===== src/sv/wds_pkg.sv =====
// ----------------------------------------------------------------------------
// wds_pkg: shared types and constants for the distance smoother
// register indexes, widths, controller/datapath command and status
// ----------------------------------------------------------------------------
package wds_pkg;

    localparam int DIST_W      = 12;
    localparam int CFG_DIST_W  = 11;
    localparam int BYTE_W      = 8;
    localparam int COUNT_W     = 7;
    localparam int CFG_W       = 11;
    localparam int IDX_W       = 3;
    localparam int WEIGHT_W    = 17;   // q1.16: 16 fraction bits with room for 1.0
    localparam int NOISE_DISTANCE_DEF = 20;
    localparam int FRAC_BITS_DEF      = 8;
    localparam int DIV_W       = 40;   // dividend width of the shared divider
    localparam int DEN_W       = 24;   // divisor width of the shared divider

    typedef enum logic [IDX_W-1:0] {
        REG_DIST_MIN = 3'd0,
        REG_DIST_MAX = 3'd1,
        REG_VOL_MIN  = 3'd2,
        REG_VOL_MAX  = 3'd3,
        REG_SIG_MIN  = 3'd4,
        REG_SIG_MAX  = 3'd5,
        REG_MIN_WGT  = 3'd6,
        REG_MAX_SMP  = 3'd7
    } reg_idx_t;

    typedef enum logic [2:0] {
        OP_NONE,
        OP_LOAD,     // latch item, bump count, set up factor numerator
        OP_FACTOR,   // start factor divide
        OP_WEIGHT,   // start weight divide
        OP_MUL_RAW,  // raw * w
        OP_MUL_OLD,  // old * (1-w), sum, update state
        OP_VOLUME,   // start volume divide
        OP_DONE      // register result
    } op_t;

    typedef struct packed {
        op_t  op;
        logic div_start;
    } wds_cmd_t;

    typedef struct packed {
        logic div_busy;
        logic div_done;
    } wds_sts_t;

endpackage


===== src/sv/wds_ctrl.sv =====
// ----------------------------------------------------------------------------
// wds_ctrl: sequencer for one item
// load, factor divide, weight divide, two multiplies, volume divide
// ----------------------------------------------------------------------------
module wds_ctrl
    import wds_pkg::*;
(
    input  logic     clk,
    input  logic     rst_n,
    input  logic     in_valid,
    output logic     in_ready,
    output logic     out_valid,
    input  logic     out_ready,
    input  wds_sts_t sts,
    output wds_cmd_t cmd
);

    typedef enum logic [3:0] {
        S_IDLE, S_LOAD, S_FDIV, S_FWAIT, S_WDIV, S_WWAIT,
        S_MRAW, S_MOLD, S_VDIV, S_VWAIT, S_DONE, S_OUT
    } state_t;

    state_t state_reg, state_next;
    logic   out_valid_reg, out_valid_next;

    always_comb
    begin
        state_next     = state_reg;
        out_valid_next = out_valid_reg;
        cmd.op         = OP_NONE;
        cmd.div_start  = 1'b0;
        if (out_valid_reg && out_ready)
            out_valid_next = 1'b0;
        unique case (state_reg)
            S_IDLE:  if (in_valid) state_next = S_LOAD;
            S_LOAD:
            begin
                cmd.op = OP_LOAD;
                state_next = S_FDIV;
            end
            S_FDIV:
            begin
                cmd.op = OP_FACTOR;
                cmd.div_start = 1'b1;
                state_next = S_FWAIT;
            end
            S_FWAIT: if (sts.div_done) state_next = S_WDIV;
            S_WDIV:
            begin
                cmd.op = OP_WEIGHT;
                cmd.div_start = 1'b1;
                state_next = S_WWAIT;
            end
            S_WWAIT: if (sts.div_done) state_next = S_MRAW;
            S_MRAW:
            begin
                cmd.op = OP_MUL_RAW;
                state_next = S_MOLD;
            end
            S_MOLD:
            begin
                cmd.op = OP_MUL_OLD;
                state_next = S_VDIV;
            end
            S_VDIV:
            begin
                cmd.op = OP_VOLUME;
                cmd.div_start = 1'b1;
                state_next = S_VWAIT;
            end
            S_VWAIT: if (sts.div_done) state_next = S_DONE;
            S_DONE:
            begin
                if (!out_valid_reg || out_ready)
                begin
                    cmd.op = OP_DONE;
                    out_valid_next = 1'b1;
                    state_next = S_IDLE;
                end
            end
            default: state_next = S_IDLE;
        endcase
    end

    always_ff @(posedge clk or negedge rst_n)
    begin
        if (!rst_n)
        begin
            state_reg     <= S_IDLE;
            out_valid_reg <= 1'b0;
        end
        else
        begin
            state_reg     <= state_next;
            out_valid_reg <= out_valid_next;
        end
    end

    assign in_ready  = (state_reg == S_IDLE);
    assign out_valid = out_valid_reg;

endmodule


===== config.mk =====
export PLATFORM = sky130hd
export DESIGN_NAME = wds_ctrl
export DESIGN_NICKNAME = d
export VERILOG_FILES = /design/src/sv/wds_pkg.sv /design/src/sv/wds_ctrl.sv
export SDC_FILE = /design/constraint.sdc
export NUM_CORES = 1
export LEC_CHECK = 0
export BUFFER_PORTS_ARGS = -buffer_cell sky130_fd_sc_hd__buf_2
export CAP_MARGIN = 10
export CORE_AREA = 3 3 40 42
export DETAILED_ROUTE_END_ITERATION = 7
export DIE_AREA = 0 0 43 45
export HOLD_SLACK_MARGIN = 0.12
export PLACE_DENSITY = 0.59
export RECOVER_POWER = 25
export SLEW_MARGIN = 5
export SYNTH_ARGS = -nofsm -noshare
export SYNTH_HDL_FRONTEND = slang
export SYNTH_SLANG_ARGS = --single-unit

===== constraint.sdc =====
create_clock -name clk -period 2.1 [get_ports clk]
set_clock_uncertainty 0.1 [all_clocks]
set_input_delay 0.315 -clock clk [delete_from_list [all_inputs] [get_ports clk]]
set_output_delay 0.315 -clock clk [all_outputs]
set_load 0.005 [all_outputs]

======== Word-level counts from Yosys, hierarchy flattened ========
Index checks and enable logic that the tools add are counted.
word-level totals
  bits in registers ....................... 5
  latch bits .............................. 0
  RAM bits ................................ 0
  bits in read-only memories .............. 0
  input bits .............................. 6
  memories ................................ 0
operators by class
  add/sub/neg operators ................... 0
  multipliers ............................. 0
  div/mod/pow operators ................... 0
  magnitude comparators ................... 0
  equality and inequality tests ........... 15
  shifts and indexed selects .............. 0
  muxes and demuxes ....................... 12
  bitwise operators ....................... 0
  reduce and logical (&&, ||, !) cells .... 6
operators with widths
  operator            count
  $pmux 4 s11         1
  $pmux 3 s7          1
  $mux 4              5
  $eq 4x3->1 const B  4
  $eq 4x4->1 const B  3
  $ne 2x2->1 const B  5
  $eq 4x2->1 const B  2
  $reduce_and 5->1    1
  $eq 4x1->1 const B  1
  $logic_not 4->1     1
  $mux 1              4
  $mux 3              1
  $reduce_or 3->1     1
  $logic_and 1x1->1   1
  $logic_not 1->1     1
  $logic_or 1x1->1    1

======== Depth between registers and ports, before layout ========
Gate-level depths: netlist (run 1).
  word-level depth ........................ 4
  depth in mapped cells ................... 5
  gate-level depth less buffers ........... 4

======== Least setup slack after synthesis (run 1) ========
OpenSTA, ideal clock, no wires.
  path kind ............................... reg-to-output
  start ................................... register state_reg[1]
  end ..................................... output port cmd[2] (netlist bit)
  arrival ................................. 1.201 ns
  setup slack ............................. 0.484 ns
  stages on the path, launching flop included .. 4
  cells stage by stage .................... dfrtp_1 -> buf_4 -> a21o_1 -> a2111oi_0
RTL lines
  what                      RTL line        RTL
  start: declaration        wds_ctrl.sv:23  state_t state_reg, state_next;
  start signal: assignment  wds_ctrl.sv:94  state_reg <= state_next;
  end: declaration          wds_ctrl.sv:15  output wds_cmd_t cmd

==> results.txt, run 1 <==
Dpl hpwl - 703 um
Vias in the first global route - 356
Clock tree buffer depth - 2
Hold crit path type - in2reg
Layout Cells excl Fill - 76
Starting Density - 33.5%
H-tree Lvls - 1
Max FFs per register - 4
Num rows - 13
Max Transition Viols Final - 0
Share of layout cells above drive strength 1 - 24.6%
Antenna viol nets, final - 0
DRC viols - 0
Pwr/cell area - 1660 nW/um^2
Final Cycle Share - 95.7%
Mapped Area - 430 um^2
Commonest non-fill, non-tap cells in the layout - buf_2, nand2_1, dfrtp_1
Routed vias/inst - 5.33
Placed Cells - 71
WL final - 937 um
DP Area - 474 um^2
Post-synthesis sequential area ratio - 29.1%
Avg Cell Area, Syn - 8.61 um^2
Run status - finished, final reports clean
R2r setup slk - 0.36 ns
Post-CTS setup repair buffer count - 0
Initial antenna violation count - 0
Worst EP required - 1.68 ns
# nets final - 68
Vias post-DR - 405
Arr. time, crit path - 1.60 ns
Post-synthesis register bit count - 5
Global-route wire length before repair - 1.62 mm
Final worst-path setup slack - 0.0900 ns
Synth Warn # - 0
Final setup violation count - 0
Synth unique cells - 28
Remaining Overflow, GRT - 0
Syn Inst Count - 50
Fin util - 39.6%
Filler cells - 139
Die Area - 1940 um^2
Design area - 509 um^2
Final hold violations - 0
Clock latency on the worst-skew pair - 0.24 ns
F_max - 498 MHz
N_diodes - 0
Rel. slew slack - 71.4%
Pin count of the biggest net entering global routing - 16
Total negative slack - 0 ns
RSZ-0062 raised after global routing - no
Die Wd - 43 um
Post-Place Setup Slack - 0.346 ns
Reg clk slew, reported paths - 0.04 ns
Critical path class - reg2out
Total GRT Usage - 11.4%
Num Clock Sinks - 5
Gpl congestion - 0.684
Max Cap Viol - 0
Ports - 12
IO buf count - 10
Routed length per instance - 12.3 um
Peak supply drop - 0.602 mV
TritonCTS Buffers - 3
CTS tree - built
Worst Tran Pin Value - 0.428 ns
Worst setup SP type - register
Syn nets - 56
Root Buffer - clkbuf_4
Worst Path Max Fanout - 13
Tmin final - 2.01 ns
Commonest non-fill, non-tap cell in the layout - buf_2
Static Leak - 0.223 nW
First drt pass iteration count - 4
DRT iter0 DRCs - 8
Core Area - 1280 um^2
Area growth, synth to finish - 18.3%
Setup crit end kind - output port
Die height - 45 um
==> kinds of logic after synthesis <==
family / Yosys count / synth area share [%]
and+or+nand+nor: 21 / 27.9
AOI/OAI and AO/OA: 14 / 27.0
buffers and inverters: 6 / 7.56
DFF: 5 / 29.1
xor gates and xnor gates: 3 / 6.11
muxes: 1 / 2.33
==> worst max-delay path, stage by stage (launching register included) <==
cell       delay (ns)
dfrtp_1          0.52
a21o_1           0.24
a2111oi_0        0.41
buf_2            0.19
==> where the power goes <==
group	total (mW)	switching [mW]	internal [mW]
Clock	0.109	0.0375	0.0717
Combinational	0.464	0.205	0.259
Sequential	0.275	0.135	0.140
==> final timing paths <==
check / startpoint / to / cells past startpoint
max: state_reg[2]$_DFFE_PN0P_ / cmd[2] / 3
min: sts[0] / state_reg[2]$_DFFE_PN0P_ / 2
max reg2reg: state_reg[3]$_DFFE_PN0P_ / state_reg[2]$_DFFE_PN0P_ / 4
min reg2reg: out_valid$_DFF_PN0_ / out_valid$_DFF_PN0_ / 2
max in group asynchronous: rst_n / state_reg[0]$_DFFE_PN0P_ / 2
min in group asynchronous: rst_n / state_reg[2]$_DFFE_PN0P_ / 2
==> cell usage after synthesis <==
library cell | n | area, um^2
xnor2_1 | 2 | 17.5
buf_2 | 2 | 10.0
mux2i_1 | 1 | 10.0
o21a_1 | 1 | 7.51
dfrtp_1 | 5 | 125
nor2_1 | 3 | 11.3
or3b_2 | 1 | 8.76
nor4_1 | 1 | 6.26
o32ai_4 | 1 | 27.5
o41ai_1 | 2 | 17.5
or3_1 | 1 | 6.26
nand4bb_1 | 1 | 11.3
o22ai_1 | 3 | 18.8
or3b_4 | 1 | 11.3
o21ai_1 | 1 | 5.00
and3_1 | 1 | 6.26
buf_4 | 2 | 15.0
nand2_1 | 6 | 22.5
xor2_1 | 1 | 8.76
nand2b_1 | 2 | 12.5
inv_1 | 2 | 7.51
o221ai_1 | 1 | 8.76
a21o_1 | 1 | 7.51
o21ai_0 | 3 | 15.0
a2111oi_0 | 1 | 8.76
and2_1 | 2 | 12.5
nor3_1 | 1 | 5.00
nor2b_1 | 1 | 6.26
==> per-stage QoR <==
| stage | total power [mW] | hold slack (ns) |
|---|---|---|
| floorplan | 0.634 | -0.0806 |
| global placement | 0.736 | 0.0310 |
| detailed placement | 0.743 | 0.0308 |
| CTS | 0.860 | 0.249 |
| global route | 0.937 | 0.246 |
| finish | 0.848 | 0.251 |
==> cell type report <==
| type | count | area [um^2] | share of cell area [%] |
|---|---|---|---|
| clock buffers | 4 | 26.3 | 5.16 |
| inverters | 2 | 7.51 | 1.47 |
| multi-input cells | 39 | 273 | 53.6 |
| flip-flops and latches | 5 | 125 | 24.6 |
| well taps | 15 | 18.8 | 3.69 |
| repair buffers | 11 | 58.8 | 11.5 |
==> routing by layer <==
layer,share of wire [%],vias to the layer above,global-route usage [%]
met5,0,-,0
met2,50,9,17.1
met3,5.5,2,5.58
met1,42,189,14.4
li1,-,205,-
met4,1.7,0,3.61
==> repair_timing <==
action / 4_1_cts / 5_1_grt
resized for setup: 0 / 0
hold endpoints to repair: 5 / 0
setup endpoints to repair: 0 / 0
hold buffers: 1 / 0
No activity file was read; power rests on OpenSTA's default activity.
==> run 2: changes to the inputs <==
--- a/config.mk
+++ b/config.mk
@@ -7,11 +7,14 @@
 export LEC_CHECK = 0
 export BUFFER_PORTS_ARGS = -buffer_cell sky130_fd_sc_hd__buf_2
 export CAP_MARGIN = 10
-export CORE_AREA = 3 3 40 42
+export CELL_PAD_IN_SITES_DETAIL_PLACEMENT = 1
+export CELL_PAD_IN_SITES_GLOBAL_PLACEMENT = 2
+export CORE_ASPECT_RATIO = 1.1
+export CORE_MARGIN = 3
+export CORE_UTILIZATION = 29
 export DETAILED_ROUTE_END_ITERATION = 7
-export DIE_AREA = 0 0 43 45
 export HOLD_SLACK_MARGIN = 0.12
-export PLACE_DENSITY = 0.59
+export PLACE_DENSITY = 0.82
 export RECOVER_POWER = 25
 export SLEW_MARGIN = 5
 export SYNTH_ARGS = -nofsm -noshare
==> run 2 against run 1 <==
  * Combinational power is 6.5% higher
  * Final cell count is 1.3% higher
  * Total power is 2.8% higher
  * Highest routed layer is now met3
  * Non-clock buffer count is 1 higher
  * Flip-flop and latch count stayed put
  * Critical endpoint is now cmd[0]
  * Sequential power is 1% lower
  * Register-to-register slack hardly changed
  * Utilization is 0.68 points higher
  * Clock power hardly changed
  * Sequential share of layout area is 0.17 points lower
==> results.txt, run 2 (synthesis gave the netlist of run 1 again) <==
Vias in the first global route - 415 (was 356)
Tmin final - 1.99 ns (was 2.01 ns)
Ports - 12 (unchanged)
Initial antenna violation count - 0 (unchanged)
Hold Crit Depth - 2 (unchanged)
Routed vias/inst - 5.19 (was 5.33)
Starting Density - 33.5% (unchanged)
Global-route wire length before repair - 1.86 mm (was 1.62 mm)
Run status - finished, final reports clean (unchanged)
Total GRT Usage - 13.0% (was 11.4%)
Dpl hpwl - 785 um (was 703 um)
Worst Tran Pin Value - 0.441 ns (was 0.428 ns)
Num rows - 13 (unchanged)
Root Buffer - clkbuf_4 (unchanged)
Critical path depth - 4 (was 3)
Clock tree buffer depth - 2 (unchanged)
Max Transition Viols Final - 0 (unchanged)
Peak supply drop - 0.726 mV (was 0.602 mV)
Final setup violation count - 0 (unchanged)
Area growth, synth to finish - 20.3% (was 18.3%)
Buf/Inv on CP - 1 (unchanged)
Hold crit path type - in2reg (unchanged)
Die Area - 1980 um^2 (was 1940 um^2)
WL final - 1.03 mm (was 937 um)
Num Clock Sinks - 5 (unchanged)
Launch point of the worst path - state_reg[2]$_DFFE_PN0P_ (unchanged)
CTS tree - built (unchanged)
Crit path cell chain - or3b_4 > o21a_1 > nor2_1 > buf_2 (was a21o_1 > a2111oi_0 > buf_2)
Slowest CP cell - dfrtp_1 (unchanged)
Final Cycle Share - 94.7% (was 95.7%)
Critical path class - reg2out (unchanged)
Worst setup SP type - register (unchanged)
TritonCTS Buffers - 3 (unchanged)
Core Area - 1280 um^2 (unchanged)
RSZ-0062 raised after global routing - no (unchanged)
Worst Path Max Fanout - 13 (unchanged)
CP max stage delay - 0.53 ns (was 0.52 ns)
R2r startpoint - state_reg[2]$_DFFE_PN0P_ (was state_reg[3]$_DFFE_PN0P_)
Share of layout cells above drive strength 1 - 27.4% (was 24.6%)
Commonest non-fill, non-tap cell in the layout - buf_2 (unchanged)
Arr. time, crit path - 1.57 ns (was 1.60 ns)
Die height - 46.4 um (was 45 um)
Max Cap Viol - 0 (unchanged)
Global routing's busiest layer - met2 (unchanged)
First drt pass iteration count - 4 (unchanged)
Total negative slack - 0 ns (unchanged)
F_max - 503 MHz (was 498 MHz)
Post-CTS setup repair buffer count - 0 (unchanged)
Antenna viol nets, final - 0 (unchanged)
Static Leak - 0.227 nW (was 0.223 nW)
Pin count of the biggest net entering global routing - 15 (was 16)
CP top delay family - simple AND/OR/NAND/NOR gates (was compound AO/OA/AOI/OAI gates)
Gpl congestion - 0.761 (was 0.684)
IO buf count - 10 (unchanged)
Worst EP required - 1.68 ns (about the same)
N_diodes - 0 (unchanged)
Clock latency on the worst-skew pair - 0.23 ns (was 0.24 ns)
DRT iter0 DRCs - 7 (was 8)
Commonest non-fill, non-tap cells in the layout - buf_2, nand2_1, dfrtp_1 (unchanged)
GRT met2 Usage - 19.2% (was 17.1%)
Rel. slew slack - 70.6% (was 71.4%)
Vias post-DR - 400 (was 405)
H-tree Lvls - 1 (unchanged)
Max FFs per register - 4 (unchanged)
GR Util met1 - 17.1% (was 14.4%)
Remaining Overflow, GRT - 0 (unchanged)
HP Start - sts[0] (unchanged)
Pwr/cell area - 1680 nW/um^2 (was 1660 nW/um^2)
M3 GR Usage - 1.17% (was 5.58%)
Routed length per instance - 13.4 um (was 12.3 um)
WHS - 0.244 ns (was 0.251 ns)
Reg2Reg Depth - 4 (unchanged)
Reg clk slew, reported paths - 0.04 ns (about the same)
Final hold violations - 0 (unchanged)
# nets final - 69 (was 68)
Setup crit end kind - output port (unchanged)
DRC viols - 0 (unchanged)
Die Wd - 42.7 um (was 43 um)
==> run 2: worst paths after layout <==
| check | to | slack, ns |
|---|---|---|
| worst max-delay path | cmd[0] | 0.11 |
| max in group asynchronous | state_reg[0]$_DFFE_PN0P_ | 1.28 |
| worst min-delay path | state_reg[2]$_DFFE_PN0P_ | 0.24 |
| worst min register to register | out_valid$_DFF_PN0_ | 0.49 |
| min in group asynchronous | state_reg[1]$_DFFE_PN0P_ | 0.39 |
| worst max register to register | state_reg[2]$_DFFE_PN0P_ | 0.37 |
==> run 2: through the flow <==
stage / area (um^2) / setup slack [ns] / std cells / power, mW / util (%)
finish: 518 / 0.111 / 77 / 0.871 / 40.3
global route: 518 / 0.00551 / 77 / 0.986 / 40.3
CTS: 518 / 0.0927 / 77 / 0.888 / 40.3
detailed placement: 482 / 0.356 / 72 / 0.773 / 37.5
global placement: 482 / 0.377 / 72 / 0.762 / 37.5
floorplan: 430 / 0.484 / 50 / 0.634 / -
==> run 2: what timing repair did <==
action | 4_1_cts | 5_1_grt
hold buffers | 1 | 0
gates resized for setup | 0 | 1
setup endpoints to repair | 0 | 1
hold endpoints to repair | 5 | 0
==> run 2: layout make-up <==
class	instances	area (um^2)
Clock buffer	4	26.3
Fill cell	159	767
Inverter	2	7.51
Multi-Input combinational cell	39	273
Sequential cell	5	126
Tap cell	15	18.8
Timing Repair Buffer	12	66.3
==> run 2: power breakdown <==
| part | switching [mW] | internal, mW | leakage, nW |
|---|---|---|---|
| Combinational | 0.224 | 0.270 | 0.149 |
| Clock | 0.0341 | 0.0715 | 0.0150 |
| Sequential | 0.129 | 0.142 | 0.0627 |
==> run 2: worst reg2reg max path, stage by stage (launching register included) <==
cell	delay [ns]
dfrtp_1	0.53
xnor2_1	0.40
o32ai_4	0.16
or3_1	0.36
o41ai_1	0.07
==> run 2: metal layers <==
layer | vias up | part of all wire (%)
met4 | 0 | 0
met1 | 187 | 47
li1 | 206 | -
met2 | 7 | 50
met5 | - | 0
met3 | 0 | 2.3
==> run 3: changes to the inputs <==
--- a/config.mk
+++ b/config.mk
@@ -16,6 +16,7 @@
 export HOLD_SLACK_MARGIN = 0.12
 export PLACE_DENSITY = 0.82
 export RECOVER_POWER = 25
+export REMOVE_ABC_BUFFERS = 1
 export SLEW_MARGIN = 5
 export SYNTH_ARGS = -nofsm -noshare
 export SYNTH_HDL_FRONTEND = slang
==> run 3 against run 2 <==
  * Combinational power barely moved
  * Sequential share of layout area rose by 0.18 points
  * Sequential power up 2%
  * Utilization increased by 0.097 points
  * Total power rose by 1.5%
  * Fmax increased by 3.2%
  * First-iteration DRC count grew 110%
  * Non-clock buffer count is the same
  * Global-route usage up 1.2 points
  * Flip-flop and latch count unchanged
  * Clock power grew 8%
  * Hold slack lost 0.017 ns
==> results.txt, run 3 (synthesis gave the netlist of run 1 again) <==
CP max stage delay - 0.49 ns (was 0.53 ns)
Commonest non-fill, non-tap cells in the layout - buf_2, nand2_1 (was buf_2, nand2_1, dfrtp_1)
Setup crit end kind - output port (unchanged)
Clock latency on the worst-skew pair - 0.25 ns (was 0.23 ns)
TritonCTS Buffers - 3 (unchanged)
Routed length per instance - 13.9 um (was 13.4 um)
Max Cap Viol - 0 (unchanged)
Slowest CP cell - dfrtp_1 (unchanged)
H-tree Lvls - 1 (unchanged)
Gpl congestion - 0.694 (was 0.761)
CP top delay family - compound AO/OA/AOI/OAI gates (was simple AND/OR/NAND/NOR gates)
F_max - 519 MHz (was 503 MHz)
Clock tree buffer depth - 2 (unchanged)
Peak supply drop - 0.546 mV (was 0.726 mV)
Worst setup SP type - register (unchanged)
Register area - 128 um^2 (was 126 um^2)
Remaining Overflow, GRT - 0 (unchanged)
Global-route wire length before repair - 1.91 mm (was 1.86 mm)
Final hold violations - 0 (unchanged)
Final setup violation count - 0 (unchanged)
Root Buffer - clkbuf_4 (unchanged)
Ports - 12 (unchanged)
Worst Path Max Fanout - 10 (was 13)
Placed Cells - 72 (unchanged)
Hold crit path type - in2reg (unchanged)
Num rows - 13 (unchanged)
Total GRT Usage - 14.2% (was 13.0%)
Reg clk slew, reported paths - 0.04 ns (about the same)
Static Leak - 0.225 nW (was 0.227 nW)
Antenna viol nets, final - 0 (unchanged)
Die height - 46.4 um (unchanged)
Worst EP required - 1.68 ns (about the same)
CTS tree - built (unchanged)
Worst Tran Pin Value - 0.316 ns (was 0.441 ns)
Die Area - 1980 um^2 (unchanged)
Filler cells - 168 (was 159)
IO buf count - 10 (unchanged)
Starting Density - 33.5% (unchanged)
Total negative slack - 0 ns (unchanged)
Num Clock Sinks - 5 (unchanged)
WL final - 1.07 mm (was 1.03 mm)
Pin count of the biggest net entering global routing - 16 (was 15)
Crit path cell chain - a21o_1 > a2111oi_0 > buf_2 (was or3b_4 > o21a_1 > nor2_1 > buf_2)
Rel. slew slack - 78.4% (was 70.6%)
First drt pass iteration count - 3 (was 4)
Max FFs per register - 4 (unchanged)
Final Cycle Share - 91.8% (was 94.7%)
Initial antenna violation count - 0 (unchanged)
N_diodes - 0 (unchanged)
Arr. time, crit path - 1.51 ns (was 1.57 ns)
Area of the multi-input gates - 273 um^2 (unchanged)
RSZ-0062 raised after global routing - no (unchanged)
Commonest non-fill, non-tap cell in the layout - buf_2 (unchanged)
Routed vias/inst - 5.49 (was 5.19)
Run status - finished, final reports clean (unchanged)
Dpl hpwl - 782 um (was 785 um)
Tmin final - 1.93 ns (was 1.99 ns)
Max Transition Viols Final - 0 (unchanged)
Vias post-DR - 423 (was 400)
Layout Cells excl Fill - 77 (unchanged)
Core Area - 1280 um^2 (unchanged)
Area growth, synth to finish - 20.6% (was 20.3%)
Post-CTS setup repair buffer count - 0 (unchanged)
Die Wd - 42.7 um (unchanged)
Critical path class - reg2out (unchanged)
DRC viols - 0 (unchanged)
# nets final - 69 (unchanged)
Pwr/cell area - 1700 nW/um^2 (was 1680 nW/um^2)
Buf/Inv on CP - 1 (unchanged)
Vias in the first global route - 445 (was 415)
DRT iter0 DRCs - 15 (was 7)
Share of layout cells above drive strength 1 - 29.0% (was 27.4%)
[run 3: changes by cell type in the layout (fill, tap and decap cells not counted)]
cell / change
dfrtp_2: +1
dfrtp_1: -1
[run 3: metrics by stage]
stage	utilization (%)	setup WS, ns	power, mW	cell area (um^2)	hold slack (ns)
2_1_floorplan	-	0.517	0.590	405	-0.0806
6_report	40.4	0.172	0.884	519	0.228
5_1_grt	40.4	0.0296	0.985	519	0.233
4_1_cts	40.3	0.0691	0.895	518	0.222
3_5_place_dp	37.5	0.341	0.770	482	0.0367
3_3_place_gp	37.5	0.337	0.765	482	0.0277
[run 3: report_power, final]
group / switching [mW] / internal, mW
Sequential: 0.131 / 0.144
Clock: 0.0424 / 0.0720
Combinational: 0.224 / 0.270
[run 3: final timing paths]
kind	endpoint	start	slack, ns	depth (start not counted)
min in group asynchronous	state_reg[0]$_DFFE_PN0P_	rst_n	0.35	2
max	cmd[2]	state_reg[1]$_DFFE_PN0P_	0.17	3
min	state_reg[2]$_DFFE_PN0P_	sts[0]	0.23	2
max reg2reg	state_reg[2]$_DFFE_PN0P_	state_reg[1]$_DFFE_PN0P_	0.46	4
max in group asynchronous	state_reg[3]$_DFFE_PN0P_	rst_n	1.31	2
min reg2reg	out_valid$_DFF_PN0_	out_valid$_DFF_PN0_	0.48	2
[run 3: layout make-up]
cell class,instances,share of cell area [%]
Clock buffer,4,5.06
Timing Repair Buffer,12,12.8
Sequential cell,5,24.6
Multi-Input combinational cell,39,52.5
Tap cell,15,3.61
Inverter,2,1.45
[run 3: timing repair]
item	CTS	global route
endpoints found under the setup margin	0	2
hold buffers	1	0
gates resized for setup	0	2
hold endpoints to repair	5	0
[run 3: per-layer routing]
layer	vias to the layer above	share of wire (%)	global-route usage, %
met3	7	5.9	5.08
met1	195	45	14.4
met5	-	0	0
li1	208	-	-
met2	13	43	20.7
met4	0	6.0	18.0
[run 3: worst reg2reg max path: stages, from the launching register on]
cell and delay (ns):
dfrtp_1 0.49, xnor2_1 0.34, o32ai_4 0.16, or3_1 0.36, o41ai_1 0.07
